**config.mk**
```make
export PLATFORM = sky130hd
export DESIGN_NAME = guid_string_parser
export DESIGN_NICKNAME = d
export VERILOG_FILES = /design/src/rtl/gsp_pkg.sv /design/src/rtl/gsp_decode.sv /design/src/rtl/guid_string_parser.sv
export SDC_FILE = /design/constraint.sdc
export NUM_CORES = 1
export LEC_CHECK = 0
export ABC_AREA = 1
export BUFFER_PORTS_ARGS = -buffer_cell sky130_fd_sc_hd__buf_2
export CAP_MARGIN = 20
export CELL_PAD_IN_SITES_DETAIL_PLACEMENT = 1
export CELL_PAD_IN_SITES_GLOBAL_PLACEMENT = 2
export CORE_ASPECT_RATIO = 2
export CORE_MARGIN = 4
export CORE_UTILIZATION = 38
export CTS_CLUSTER_SIZE = 30
export DETAILED_ROUTE_END_ITERATION = 12
export PLACE_DENSITY_LB_ADDON = 0.1
export SLEW_MARGIN = 20
export SYNTH_ARGS = -nofsm -noshare
export SYNTH_HDL_FRONTEND = slang
export SYNTH_HIERARCHICAL = 1
export SYNTH_SLANG_ARGS = --single-unit
```
**constraint.sdc**
```tcl
create_clock -name clk -period 13.41 [get_ports clk]
set_input_delay 2.682 -clock clk [delete_from_list [all_inputs] [get_ports clk]]
set_output_delay 2.682 -clock clk [all_outputs]
set_load 0.005 [all_outputs]
```
**src/rtl/gsp_pkg.sv**
```systemverilog
// gsp_pkg: shared types, constants and helper functions for the guid string parser
// used by gsp_decode and guid_string_parser; no dependencies
package gsp_pkg;

	// item kinds carried on s_tuser
	localparam logic [1:0] MODE_CHAR     = 2'd0;
	localparam logic [1:0] MODE_END      = 2'd1;
	localparam logic [1:0] MODE_NULL_STR = 2'd2;
	localparam logic [1:0] MODE_NULL_DST = 2'd3;

	// result status codes
	localparam logic [1:0] STATUS_OK        = 2'd0;
	localparam logic [1:0] STATUS_BAD_ARG   = 2'd1;
	localparam logic [1:0] STATUS_MALFORMED = 2'd2;

	// text layout
	localparam int          GUID_BYTES   = 16;
	localparam logic [5:0]  TEXT_LEN     = 6'd38;
	localparam logic [5:0]  COUNT_CAP    = 6'd39;
	localparam logic [5:0]  POS_OPEN     = 6'd0;
	localparam logic [5:0]  POS_DATA1    = 6'd1;
	localparam logic [5:0]  POS_DATA1_END = 6'd8;
	localparam logic [5:0]  POS_SEP1     = 6'd9;
	localparam logic [5:0]  POS_SEP2     = 6'd14;
	localparam logic [5:0]  POS_SEP3     = 6'd19;
	localparam logic [5:0]  POS_D4_0     = 6'd21;
	localparam logic [5:0]  POS_SEP4     = 6'd24;
	localparam logic [5:0]  POS_TAIL     = 6'd26;
	localparam logic [5:0]  POS_CLOSE    = 6'd37;

	// character codes
	localparam logic [15:0] CH_NUL    = 16'h0000;
	localparam logic [15:0] CH_LBRACE = 16'h007B;
	localparam logic [15:0] CH_RBRACE = 16'h007D;
	localparam logic [15:0] CH_DASH   = 16'h002D;

	// output word width: 64 + 64 + 16 + 2 bits, padded to whole bytes
	localparam int OUT_BITS = 152;

	typedef struct packed {
		logic [5:0]              count;
		logic [31:0]             acc;
		logic [GUID_BYTES-1:0][7:0] bytes;
		logic [GUID_BYTES-1:0]   written;
		logic                    failed;
	} parse_state_t;

	typedef struct packed {
		logic [1:0]  status;
		logic [15:0] written_mask;
		logic [63:0] guid_high;
		logic [63:0] guid_low;
	} parse_result_t;

	// returns {is_hex, value}
	function automatic logic [4:0] hex_decode(input logic [15:0] c);
		logic [4:0] r;
		r = 5'd0;
		if (c >= 16'h0030 && c <= 16'h0039)
			r = {1'b1, c[3:0]};
		else if ((c >= 16'h0041 && c <= 16'h0046) || (c >= 16'h0061 && c <= 16'h0066))
			r = {1'b1, c[3:0] + 4'd9};
		return r;
	endfunction

endpackage

```
**src/rtl/gsp_decode.sv**
```systemverilog
// gsp_decode: per-item next-state and result logic of the guid string parser
// depends on gsp_pkg
module gsp_decode import gsp_pkg::*; (
	input  parse_state_t  cur,
	input  logic [1:0]    mode,
	input  logic [15:0]   character,
	output parse_state_t  nxt,
	output logic          is_end,
	output parse_result_t result
);

	logic [4:0]  hx;
	logic [5:0]  p;
	logic [31:0] acc_base;
	logic [31:0] acc_new;
	logic [3:0]  tail_idx;
	logic        take;

	assign hx       = hex_decode(character);
	assign p        = cur.count;
	assign is_end   = !(mode == MODE_CHAR && character != CH_NUL);
	assign take     = (p < TEXT_LEN) && !cur.failed;
	assign acc_base = (p == POS_DATA1) ? 32'd0 : cur.acc;
	assign acc_new  = {acc_base[27:0], hx[3:0]};
	// tail bytes 10..15 sit at even positions 26..36
	assign tail_idx = 4'(p[5:1] - 5'd3);

	// state update for one item: a character advances the parse, an ending item clears it
	always_comb begin
		nxt = cur;
		if (is_end) begin
			nxt = '0;
		end else begin
			if (take) begin
				if (p == POS_OPEN) begin
					if (character != CH_LBRACE)
						nxt.failed = 1'b1;
				end else if (p == POS_CLOSE) begin
					if (character != CH_RBRACE)
						nxt.failed = 1'b1;
				end else begin
					// data1 is cleared at its first digit
					if (p == POS_DATA1) begin
						nxt.acc = 32'd0;
						nxt.bytes[3:0] = '0;
						nxt.written[3:0] = 4'hF;
					end
					if (p == POS_SEP1 || p == POS_SEP2 || p == POS_SEP3 || p == POS_SEP4) begin
						if (character != CH_DASH) begin
							nxt.failed = 1'b1;
						end else begin
							if (p == POS_SEP2) begin
								nxt.bytes[4] = cur.acc[7:0];
								nxt.bytes[5] = cur.acc[15:8];
								nxt.written[5:4] = 2'b11;
							end else if (p == POS_SEP3) begin
								nxt.bytes[6] = cur.acc[7:0];
								nxt.bytes[7] = cur.acc[15:8];
								nxt.written[7:6] = 2'b11;
							end else if (p == POS_SEP4) begin
								nxt.bytes[9] = cur.acc[7:0];
								nxt.written[9] = 1'b1;
							end
							nxt.acc = 32'd0;
						end
					end else if (!hx[4]) begin
						nxt.failed = 1'b1;
					end else begin
						nxt.acc = acc_new;
						if (p <= POS_DATA1_END) begin
							nxt.bytes[3:0] = acc_new;
							nxt.written[3:0] = 4'hF;
						end else if (p == POS_D4_0) begin
							nxt.bytes[8] = acc_new[7:0];
							nxt.written[8] = 1'b1;
							nxt.acc = 32'd0;
						end else if (p >= POS_TAIL && !p[0]) begin
							nxt.bytes[tail_idx] = acc_new[7:0];
							nxt.written[tail_idx] = 1'b1;
							nxt.acc = 32'd0;
						end
					end
				end
			end
			if (p < COUNT_CAP)
				nxt.count = p + 6'd1;
		end
	end

	// result for an ending item
	always_comb begin
		result = '0;
		if (mode == MODE_NULL_STR) begin
			result.written_mask = 16'hFFFF;
			result.status = STATUS_OK;
		end else if (mode == MODE_NULL_DST || p != TEXT_LEN) begin
			result.status = STATUS_BAD_ARG;
		end else begin
			result.guid_low     = cur.bytes[7:0];
			result.guid_high    = cur.bytes[15:8];
			result.written_mask = cur.written;
			result.status       = cur.failed ? STATUS_MALFORMED : STATUS_OK;
		end
	end

endmodule

```
**src/rtl/guid_string_parser.sv**
```systemverilog
// Streaming parser for a braced GUID string, one 16-bit character per input word.
// s_tuser gives the word kind (character, end of string, null string, null
// destination); a character code of zero also ends the string. Each ending word
// yields one output word with the sixteen GUID bytes, the mask of bytes written
// and a status; character words yield nothing. The block takes one word per
// cycle when not stalled: a word sits in the input register while the decode
// logic updates the parse state, and an ending word's result is then written
// into the output register, which drives m_tvalid. The only stall comes from
// the output register when a result is held by m_tready. Parse state is
// cleared after every result.
module guid_string_parser import gsp_pkg::*; (
	input  logic                clk,
	input  logic                arst_n,
	input  logic                s_tvalid,
	output logic                s_tready,
	input  logic [15:0]         s_tdata,   // character [15:0]
	input  logic [1:0]          s_tuser,   // mode [1:0]
	output logic                m_tvalid,
	input  logic                m_tready,
	output logic [OUT_BITS-1:0] m_tdata    // guid_low [63:0], guid_high [127:64],
	                                       // written_mask [143:128], status [145:144]
);

	logic          valid_s1;
	logic [1:0]    mode_s1;
	logic [15:0]   char_s1;
	parse_state_t  state_q;
	parse_state_t  state_nxt;
	logic          is_end;
	parse_result_t result;
	parse_result_t result_q;
	logic          out_valid_q;
	logic          out_free;
	logic          advance;

	assign out_free = !out_valid_q || m_tready;
	assign advance  = valid_s1 && (!is_end || out_free);
	assign s_tready = !valid_s1 || advance;

	// input register
	always_ff @(posedge clk or negedge arst_n) begin
		if (!arst_n) begin
			valid_s1 <= 1'b0;
		end else if (s_tready) begin
			valid_s1 <= s_tvalid;
		end
	end

	always_ff @(posedge clk) begin
		if (s_tready && s_tvalid) begin
			mode_s1 <= s_tuser;
			char_s1 <= s_tdata;
		end
	end

	gsp_decode u_decode (
		.cur       (state_q),
		.mode      (mode_s1),
		.character (char_s1),
		.nxt       (state_nxt),
		.is_end    (is_end),
		.result    (result)
	);

	// parse state
	always_ff @(posedge clk or negedge arst_n) begin
		if (!arst_n) begin
			state_q <= '0;
		end else if (advance) begin
			state_q <= state_nxt;
		end
	end

	// output register
	always_ff @(posedge clk or negedge arst_n) begin
		if (!arst_n) begin
			out_valid_q <= 1'b0;
		end else if (out_free) begin
			out_valid_q <= advance && is_end;
		end
	end

	always_ff @(posedge clk) begin
		if (advance && is_end)
			result_q <= result;
	end

	assign m_tvalid = out_valid_q;
	assign m_tdata  = {{(OUT_BITS - $bits(parse_result_t)){1'b0}}, result_q};

endmodule
```
Word level (Yosys, flattened, before mapping)
Cells that the tools add are included.
{"block": "classes", "mul": 0, "n_div": 0, "bitwise_logic": 1, "add_sub_neg": 3, "n_eq_ne": 37, "magnitude_cmp": 12, "muxes": 72, "shift": 0, "n_reduce_logical": 35}
{"operator": "$mux W176", "count": 4}
{"operator": "$mux W32", "count": 12}
{"operator": "$mux W183", "count": 1}
{"operator": "$mux W177", "count": 1}
{"operator": "$mux W144", "count": 1}
{"operator": "$bwmux W128", "count": 1}
{"operator": "$mux W128", "count": 1}
{"operator": "$mux W8", "count": 9}
{"operator": "$mux W71", "count": 1}
{"operator": "$mux W56", "count": 1}
{"operator": "$mux W16", "count": 3}
{"operator": "$mux W48", "count": 1}
{"operator": "$mux W38", "count": 1}
{"operator": "$mux W4", "count": 9}
{"operator": "$demux W8 S4", "count": 1}
{"operator": "$ge A16 B7 Y1 const B", "count": 2}
{"operator": "$le A16 B7 Y1 const B", "count": 2}
{"operator": "$ne A16 B7 Y1 const B", "count": 2}
{"operator": "$eq A6 B5 Y1 const B", "count": 3}
{"operator": "$ge A16 B6 Y1 const B", "count": 1}
{"operator": "$le A16 B6 Y1 const B", "count": 1}
{"operator": "$mux W1", "count": 16}
{"operator": "$ne A16 B6 Y1 const B", "count": 1}
{"operator": "$or A16 B16 Y16", "count": 1}
{"operator": "other kinds (41)", "count": 84}
{"block": "totals", "regBits": 349, "n_memories": 0, "wordCells": 194, "mem_bits_rw": 0, "latchBits": 0, "romBits": 0}

Longest topological paths before layout
Gate-level depths: netlist of run 1.
{"block": "depth", "depth_word": 16, "depth_mapped": 19, "mapped_depth_nobuf": 18}

Modules after synthesis
The synthesis of run 1 kept the hierarchy.
{"module": "guid_string_parser", "instances": 1, "cells_each": 977, "seq_area_each_um2": 9554.2, "area_each_um2": 12316.8}
{"module": "gsp_decode", "instances": 1, "cells_each": 1642, "seq_area_each_um2": 0.0, "area_each_um2": 7098.1}

Worst setup path before layout of run 1
No wires, ideal clock.
{"block": "synth_timing", "kind": "input to register", "startpoint": "input m_tready", "endpoint": "register result_q (netlist bit m_tdata[0]) (enable)", "t_arrival_ns": 5.711, "stages": 4, "setup_time_ns": 0.498, "required_time_ns": 12.912, "slack_ns": 7.201, "path_buffers": 0, "path_cell_list": "inv_1 -> nand2_1 -> nand3_1 -> inv_1"}
{"block": "synth_between", "elab_chain_cells": 4}
{"element": "start, declared", "line": "guid_string_parser.sv:19", "rtl": "input logic m_tready,"}
{"element": "$logic_or A1 B1 Y1", "line": "guid_string_parser.sv:36", "rtl": "assign out_free = !out_valid_q || m_tready;"}
{"element": "$logic_or A1 B1 Y1", "line": "guid_string_parser.sv:37", "rtl": "assign advance = valid_s1 && (!is_end || out_free);"}
{"element": "$logic_and A1 B1 Y1", "line": "guid_string_parser.sv:37"}
{"element": "$logic_and A1 B1 Y1", "line": "guid_string_parser.sv:84", "rtl": "if (advance && is_end)"}
{"element": "end signal, assigned", "line": "guid_string_parser.sv:85", "rtl": "result_q <= result;"}
{"element": "end, declared", "line": "guid_string_parser.sv:31", "rtl": "parse_result_t result_q;"}
No other way between the ends.
A chain may end at the register's enable or synchronous reset.

Final worst setup path of run 1
{"block": "layout_timing", "startpoint": "input m_tready", "endpoint": "output s_tready"}
{"block": "layout_between", "elab_chain_cells": 4}
{"element": "$logic_or A1 B1 Y1", "line": "guid_string_parser.sv:36"}
{"element": "$logic_or A1 B1 Y1", "line": "guid_string_parser.sv:37"}
{"element": "$logic_and A1 B1 Y1", "line": "guid_string_parser.sv:37"}
{"element": "$logic_or A1 B1 Y1", "line": "guid_string_parser.sv:38", "rtl": "assign s_tready = !valid_s1 || advance;"}
{"element": "end, declared", "line": "guid_string_parser.sv:15", "rtl": "output logic s_tready,"}
No other way between the ends.

==> results.json, run 1 <==
{
  "hp-class": "flip-flop to flip-flop",
  "start_kind": "input pin",
  "fin_setup_tns_ns": 0,
  "placeableCoreArea_um2": 49900,
  "synthCells": 2575,
  "htreeDepth": 2,
  "ir_drop_uv": 90.1,
  "drive_above_1_share_pct": 10.1,
  "synth-warning-count": 6,
  "grtUsageTotal_pct": 25.3,
  "status": "complete, no violations",
  "wl_per_cell_um": 20.9,
  "nets": 2672,
  "p_leak_nw": 9.75,
  "num_rows": 116,
  "whs_ns": 0.470,
  "post_drt_via_cell_ratio": 5.28,
  "drc": 0,
  "min_period_ns": 5.87,
  "r2r_setup_slack_ns": 8.70,
  "cts_buffer_depth": 3,
  "hold_path_startpoint": "state_q[141]",
  "vias": 17500,
  "hold_viol_final": 0,
  "wirelength_um": 69300,
  "grt_max_degree": 91,
  "end_kind": "output pin",
  "clock_latency_ns": 0.55,
  "dr.first_iter.drc_count": 1070,
  "worst-path-max-fanout": 3,
  "dieArea_um2": 54300,
  "grt_pass1_vias": 18500,
  "overflow": 0,
  "reg2reg_to": "state_q[24]",
  "clock-skew-final_ns": 0.0187,
  "slew_viol_final": 0,
  "ios": 176,
  "worstSetupEndpoint": "s_tready",
  "firstDrtPassIters": 7,
  "syn_avg_cell_area_um2": 7.43,
  "worst-r2r-cell-count": 12,
  "area_growth_pct": 11.1,
  "grt_pass1_wl_um": 109000,
  "antenna_found_initial": 0,
  "path_clk_slew_ns": 0.06,
  "die_w_um": 167,
  "rr_startpoint": "char_s1[13]",
  "multi_input_area_um2": 7830,
  "holdBufCountCts": 0,
  "required_ns": 10.73,
  "root_buffer": "clkbuf_16",
  "rsz0062_at_grt": "false",
  "synth_area_um2": 19100,
  "crit_path_start": "m_tready",
  "stdcell_count": 3315,
  "finalSetupViolations": 0,
  "initial_core_util_pct": 38.3,
  "fin_crit_sh_pct": 43.8,
  "gp_congestion": 0.890,
  "cts_tree": "done",
  "cts_buffers": 34,
  "nFillCells": 6323,
  "tightest_slew_ns": 1.09,
  "postRouteAntennaNets": 0,
  "cts_setup_buffers": 0,
  "drv_cap": 0,
  "dp_hpwl_um": 47600,
  "die_h_um": 325,
  "relSlewSlack_pct": 27.6,
  "critPathKind": "input pin to output pin",
  "io_buffer_count": 169,
  "clock-sinks": 345,
  "cts_resized": 0,
  "fmax_ghz": 0.170,
  "seqCellArea_um2": 9460,
  "arrival_ns": 3.19,
  "power_density_nw_per_um2": 120,
  "antenna_cells": 0,
  "placedCellCount": 3255
}
-- critical path: stages --
cell	delay [ns]
buf_2	0.09
inv_1	0.11
nand4_1	0.13
buf_2	0.16
-- power by group --
group,internal (mW),switching (mW)
clock,0.525,0.430
sequential,1.18,0.0345
combinational,0.0875,0.305
-- worst min path at each step --
stage	to	slack, ns	cells past startpoint
final	state_q[141]	0.47	2
after global routing	state_q[2]	0.49	2
after CTS	state_q[111]	0.47	2
after detailed placement	state_q[126]	0.46	2
after global placement	state_q[14]	0.45	2
after floorplan	state_q[100]	0.44	2
-- sequential cells by signal, indices dropped and copies added, names as in the netlist --
name,count
char_s1,16
m_tdata,146
m_tvalid,1
mode_s1,2
state_q,179
valid_s1,1
-- layer usage --
| metal | vias up | routed length (um) | GRT usage, % |
|---|---|---|---|
| li1 | 8357 | - | - |
| met5 | - | 0 | 0 |
| met1 | 8672 | 26900 | 28.7 |
| met2 | 373 | 37200 | 48.2 |
| met4 | 0 | 3150 | 10.4 |
| met3 | 117 | 2080 | 2.21 |
-- per-stage QoR --
| stage | cell area [um^2] | setup slack, ns | util (%) | power (mW) |
|---|---|---|---|---|
| after floorplan | 19200 | 7.20 | - | 1.48 |
| after global placement | 20200 | 7.51 | 40.5 | 1.62 |
| after detailed placement | 20200 | 7.53 | 40.5 | 1.63 |
| after CTS | 21300 | 7.52 | 42.6 | 2.60 |
| after global routing | 21300 | 7.45 | 42.6 | 2.68 |
| final | 21300 | 7.54 | 42.6 | 2.56 |
-- cell type report --
type / instances / area share, %
clock inverters: 18 / 0.694
repair buffers: 195 / 4.94
multi-input cells: 1787 / 36.8
inverters: 279 / 4.95
well taps: 649 / 3.82
clock buffers: 42 / 4.29
flip-flops and latches: 345 / 44.5
-- cell usage in the layout, fill, tap and decap left out, drive strengths merged --
| cell | instances |
|---|---|
| a211oi | 1 |
| a21oi | 146 |
| a31oi | 14 |
| and3 | 2 |
| buf | 194 |
| bufinv | 2 |
| clkbuf | 43 |
| clkinv | 15 |
| clkinvlp | 2 |
| conb | 6 |
| dfrtp | 181 |
| edfxtp | 164 |
| ha | 8 |
| inv | 278 |
| nand2 | 839 |
| nand3 | 276 |
| nand3b | 2 |
| nand4 | 25 |
| nor2 | 275 |
| nor3 | 10 |
| nor4 | 2 |
| o2111ai | 1 |
| o211ai | 12 |
| o21a | 1 |
| o21ai | 152 |
| o22ai | 11 |
| o31ai | 2 |
| or2 | 1 |
| xor2 | 1 |
(Power assumes the default switching activity.)
==> run 2: changes to the inputs <==
--- a/config.mk
+++ b/config.mk
@@ -12,7 +12,7 @@
 export CELL_PAD_IN_SITES_GLOBAL_PLACEMENT = 2
 export CORE_ASPECT_RATIO = 2
 export CORE_MARGIN = 4
-export CORE_UTILIZATION = 38
+export CORE_UTILIZATION = 32
 export CTS_CLUSTER_SIZE = 30
 export DETAILED_ROUTE_END_ITERATION = 12
 export PLACE_DENSITY_LB_ADDON = 0.1
==> constraint.sdc (replaced) <==
create_clock -name clk -period 4.8 [get_ports clk]
set_input_delay 0.96 -clock clk [delete_from_list [all_inputs] [get_ports clk]]
set_output_delay 0.96 -clock clk [all_outputs]
set_load 0.005 [all_outputs]
==> results.json, run 2 (synthesized netlist as in run 1, its figures left out) <==
{
  "status": "complete, no violations",
  "p_switching_mw": 2.26,
  "vias": 17600,
  "grt_pass1_wl_um": 115000,
  "drive_above_1_share_pct": 11.3,
  "crit_path_max_incr_delay_ns": 0.45,
  "rr_startpoint": "state_q[177]",
  "p_int_mw": 5.21,
  "path_clk_slew_ns": 0.07,
  "htreeDepth": 2,
  "die_h_um": 354,
  "whs_ns": 0.380,
  "worst-path-max-fanout": 50,
  "required_ns": 3.84,
  "top_register": "state_q",
  "start_kind": "flip-flop",
  "area_growth_pct": 14.1,
  "met3_usage_pct": 2.13,
  "r2r_setup_slack_ns": 1.09,
  "clock-sinks": 345,
  "io_buffer_count": 169,
  "cts_resized": 0,
  "final_common_cell": "nand2_1",
  "grt_max_degree": 180,
  "p_comb_share_pct": 15.5,
  "cts_setup_buffers": 0,
  "worst-r2r-cell-count": 14,
  "overflow": 0,
  "clock_latency_ns": 0.56,
  "gp_congestion": 0.897,
  "end_kind": "output pin",
  "dr.first_iter.drc_count": 1101,
  "arrival_ns": 2.94,
  "path_buf_inv": 2,
  "p_leak_nw": 9.97,
  "drv_cap": 0,
  "die_w_um": 181,
  "cts_buffer_depth": 3,
  "ir_drop_uv": 241,
  "holdBufCountCts": 0,
  "reg2reg_to": "state_q[50]",
  "wl_per_cell_um": 21.3,
  "slew_viol_final": 0,
  "met1_usage_pct": 25.8,
  "cp_cell_sequence": "nor2_1, nand2_1, nor2_2, nand4_1, and3_4, inv_2, nand4_1, buf_2",
  "clockPowerShare_pct": 39.2,
  "grtUsageTotal_pct": 22.8,
  "tightest_slew_ns": 1.06,
  "initial_core_util_pct": 32.4,
  "setup_slack_ns": 0.902,
  "antenna_cells": 0,
  "dieArea_um2": 64000,
  "fin_setup_tns_ns": 0,
  "ios": 176,
  "wirelength_um": 73900,
  "fin_crit_sh_pct": 81.2,
  "largest_reg_flops": 179,
  "crit_slowest_cell": "nor2_2",
  "relSlewSlack_pct": 29.6,
  "hp-class": "input pin to async pin",
  "grt_util_met2_pct": 43.5,
  "nets": 2700,
  "power_density_nw_per_um2": 342,
  "power.share.switching_pct": 30.2,
  "pwr-share-seq_pct": 45.3,
  "crit_path_start": "char_s1[13]",
  "root_buffer": "clkbuf_16",
  "final_cell_mix": "nand2_1, nand3_1, inv_1, nor2_1, dfrtp_1",
  "min_period_ns": 3.90,
  "critPathKind": "flip-flop to output pin",
  "num_rows": 126,
  "grt-busiest-layer": "met2",
  "rsz0062_at_grt": "false",
  "post_drt_via_cell_ratio": 5.08,
  "firstDrtPassIters": 5,
  "cp.depth": 8,
  "antenna_found_initial": 0,
  "drc": 0,
  "crit_family": "simple AND/OR/NAND/NOR gates",
  "cts_buffers": 36,
  "dp_hpwl_um": 50800,
  "grt_pass1_vias": 18700,
  "crit_top_cell": "nand4_1",
  "finalSetupViolations": 0,
  "dp_slack_ns": 1.13,
  "postRouteAntennaNets": 0,
  "hold_viol_final": 0,
  "cts_tree": "done",
  "fmax_ghz": 0.257,
  "placeableCoreArea_um2": 59100,
  "clock-skew-final_ns": 0.0209
}
-- run 2: power groups by stage --
stage,clock [mW],combinational [mW],sequential [mW]
final,2.93,1.16,3.39
after detailed placement,0,1.18,3.45
after CTS,3.04,1.18,3.39
after global routing,3.15,1.27,3.41
after global placement,0,1.17,3.44
after floorplan,0,0.680,3.44
-- run 2: metrics by stage --
step | cells | area, um^2 | total power, mW | util (%)
3_5_place_dp | 3400 | 20600 | 4.63 | 34.9
5_1_grt | 3466 | 21800 | 7.83 | 36.9
4_1_cts | 3466 | 21800 | 7.61 | 36.9
6_report | 3466 | 21800 | 7.47 | 36.9
3_3_place_gp | 3400 | 20600 | 4.61 | 34.9
2_1_floorplan | 2580 | 19200 | 4.12 | -
-- run 2: final cells by class --
class,count,area (um^2)
Timing Repair Buffer,221,1330
Clock buffer,47,1000
Sequential cell,345,9460
Clock inverter,19,200
Tap cell,768,961
Inverter,279,1050
Fill cell,7323,37300
Multi-Input combinational cell,1787,7830
-- run 2: worst max-delay path by stage --
stage / endpoint / slack (ns)
final: s_tready / 0.90
after global routing: s_tready / 0.59
after CTS: s_tready / 0.81
after detailed placement: state_q[54] / 1.13
after global placement: state_q[50] / 1.13
after floorplan: m_tdata[0] / 0.59
-- run 2: worst register-to-register path, stage by stage, from the launching register on --
cell      delay, ns
dfrtp_1        0.51
clkinv_1       0.31
ha_1           0.31
nand3_1        0.20
nand2_1        0.11
inv_1          0.07
nand2_1        0.09
nor2_4         0.24
buf_4          0.54
nand2_1        0.49
inv_2          0.29
o21ai_0        0.11
a21oi_1        0.16
nand3_1        0.09
nand2_1        0.12
-- run 2: per-layer routing --
| layer | share of wire, % | vias to the layer above |
|---|---|---|
| met5 | 0 | - |
| met3 | 2.9 | 117 |
| met2 | 54 | 365 |
| met1 | 39 | 8689 |
| met4 | 4.3 | 0 |
| li1 | - | 8431 |
==> run 3: changes to the inputs <==
--- a/config.mk
+++ b/config.mk
@@ -5,14 +5,14 @@
 export SDC_FILE = /design/constraint.sdc
 export NUM_CORES = 1
 export LEC_CHECK = 0
-export ABC_AREA = 1
+export ABC_AREA = 0
 export BUFFER_PORTS_ARGS = -buffer_cell sky130_fd_sc_hd__buf_2
 export CAP_MARGIN = 20
 export CELL_PAD_IN_SITES_DETAIL_PLACEMENT = 1
 export CELL_PAD_IN_SITES_GLOBAL_PLACEMENT = 2
 export CORE_ASPECT_RATIO = 2
 export CORE_MARGIN = 4
-export CORE_UTILIZATION = 32
+export CORE_UTILIZATION = 40
 export CTS_CLUSTER_SIZE = 30
 export DETAILED_ROUTE_END_ITERATION = 12
 export PLACE_DENSITY_LB_ADDON = 0.1
==> constraint.sdc (replaced) <==
create_clock -name clk -period 4 [get_ports clk]
set_input_delay 0.8 -clock clk [delete_from_list [all_inputs] [get_ports clk]]
set_output_delay 0.8 -clock clk [all_outputs]
set_load 0.005 [all_outputs]
==> results.json, run 3 <==
{
  "status": "complete, no violations",
  "die_h_um": 330,
  "dp_slack_ns": 0.634,
  "worst-path-max-fanout": 51,
  "root_buffer": "clkbuf_16",
  "postRouteAntennaNets": 0,
  "cp_cell_sequence": "or4_4, nor3_4, a31oi_2, inv_8, nand3_1, buf_2",
  "nFillCells": 5759,
  "wl_per_cell_um": 24.6,
  "placeableCoreArea_um2": 51700,
  "seqCellArea_um2": 9460,
  "cts_resized": 0,
  "ir_drop_uv": 272,
  "final_common_cell": "nand2_1",
  "hold_viol_final": 0,
  "die_w_um": 169,
  "cts_buffer_depth": 3,
  "grt-busiest-layer": "met2",
  "final_cell_mix": "nand2_1, nand2b_1, nand4b_1, dfrtp_1, buf_2",
  "p_leak_nw": 9.43,
  "overflow": 0,
  "grt_pass1_wl_um": 109000,
  "end_kind": "output pin",
  "finalSetupViolations": 0,
  "firstDrtPassIters": 6,
  "grt_max_degree": 172,
  "largest_reg_flops": 179,
  "post_drt_via_cell_ratio": 5.88,
  "path_buf_inv": 2,
  "stdcell_count": 2811,
  "arrival_ns": 2.66,
  "antenna_found_initial": 1,
  "syn_avg_cell_area_um2": 10.1,
  "utilization_pct": 45.3,
  "met3_usage_pct": 2.38,
  "vias": 16500,
  "dieArea_um2": 55900,
  "met1_usage_pct": 29.9,
  "tightest_slew_ns": 1.02,
  "crit_family": "simple AND/OR/NAND/NOR gates",
  "grt_pass1_vias": 17600,
  "synth-warning-count": 6,
  "synthCells": 2060,
  "relSlewSlack_pct": 31.5,
  "power_mw": 8.76,
  "rsz0062_at_grt": "false",
  "wirelength_um": 69300,
  "dp_hpwl_um": 44400,
  "clock_latency_ns": 0.55,
  "top_register": "state_q",
  "fin_crit_sh_pct": 86.5,
  "placedCellCount": 2744,
  "start_kind": "flip-flop",
  "clock-skew-final_ns": 0.0170,
  "fmax_ghz": 0.289,
  "cts_setup_buffers": 0,
  "slew_viol_final": 0,
  "required_ns": 3.20,
  "holdBufCountCts": 0,
  "io_buffer_count": 169,
  "ios": 176,
  "min_period_ns": 3.46,
  "drive_above_1_share_pct": 22.7,
  "initial_core_util_pct": 40.2,
  "dr.first_iter.drc_count": 1108,
  "nets": 2152,
  "synth_area_um2": 20800,
  "crit_slowest_cell": "or4_4",
  "grt_util_met2_pct": 45.1,
  "power_density_nw_per_um2": 374,
  "drc": 0,
  "area_growth_pct": 12.6,
  "htreeDepth": 2,
  "critPathKind": "flip-flop to output pin",
  "crit_path_max_incr_delay_ns": 0.58,
  "whs_ns": 0.312,
  "hp-class": "input pin to async pin",
  "clock-sinks": 345,
  "gp_congestion": 0.888,
  "path_clk_slew_ns": 0.07,
  "cts_tree": "done",
  "multi_input_area_um2": 10300,
  "cts_buffers": 36,
  "num_rows": 118,
  "grtUsageTotal_pct": 24.6,
  "drv_cap": 0,
  "setup_slack_ns": 0.541
}
## run 3: report_power, final
group	switching [mW]	internal, mW	total, mW
clock network	1.56	2.29	3.85
logic	0.682	0.278	0.959
registers	0.0958	3.86	3.95
total	2.34	6.42	8.76
## run 3: final timing paths
path | startpoint | endpoint | slack [ns] | depth (start not counted)
worst max-delay path | char_s1[8] | s_tready | 0.54 | 6
worst min-delay path | arst_n | state_q[143] | 0.31 | 1
worst max register to register | state_q[178] | state_q[134] | 0.60 | 13
worst min register to register | state_q[127] | state_q[127] | 0.55 | 2
max in group asynchronous | arst_n | state_q[39] | 2.80 | 2
min in group clk | s_tuser[0] | mode_s1[0] | 0.42 | 1
## run 3: area by class of cell
cell class	instances	area share (%)
Sequential cell	345	40.4
Tap cell	660	3.53
Multi-Input combinational cell	1495	43.8
Clock buffer	44	4.20
Inverter	11	0.208
Antenna cell	1	0.0107
Timing Repair Buffer	233	6.35
Clock inverter	22	1.44
## run 3: through the flow
stage                     setup TNS, ns  instance area [um^2]
final                                 0                 23400
after global routing                  0                 23400
after CTS                             0                 23400
after detailed placement              0                 22100
after global placement                0                 22100
after floorplan                  -94.38                 20900
## run 3: per-layer routing
layer,routed length [um],vias up
met5,0,-
met4,2560,0
met3,1950,115
met2,36600,325
met1,28100,8591
li1,-,7492
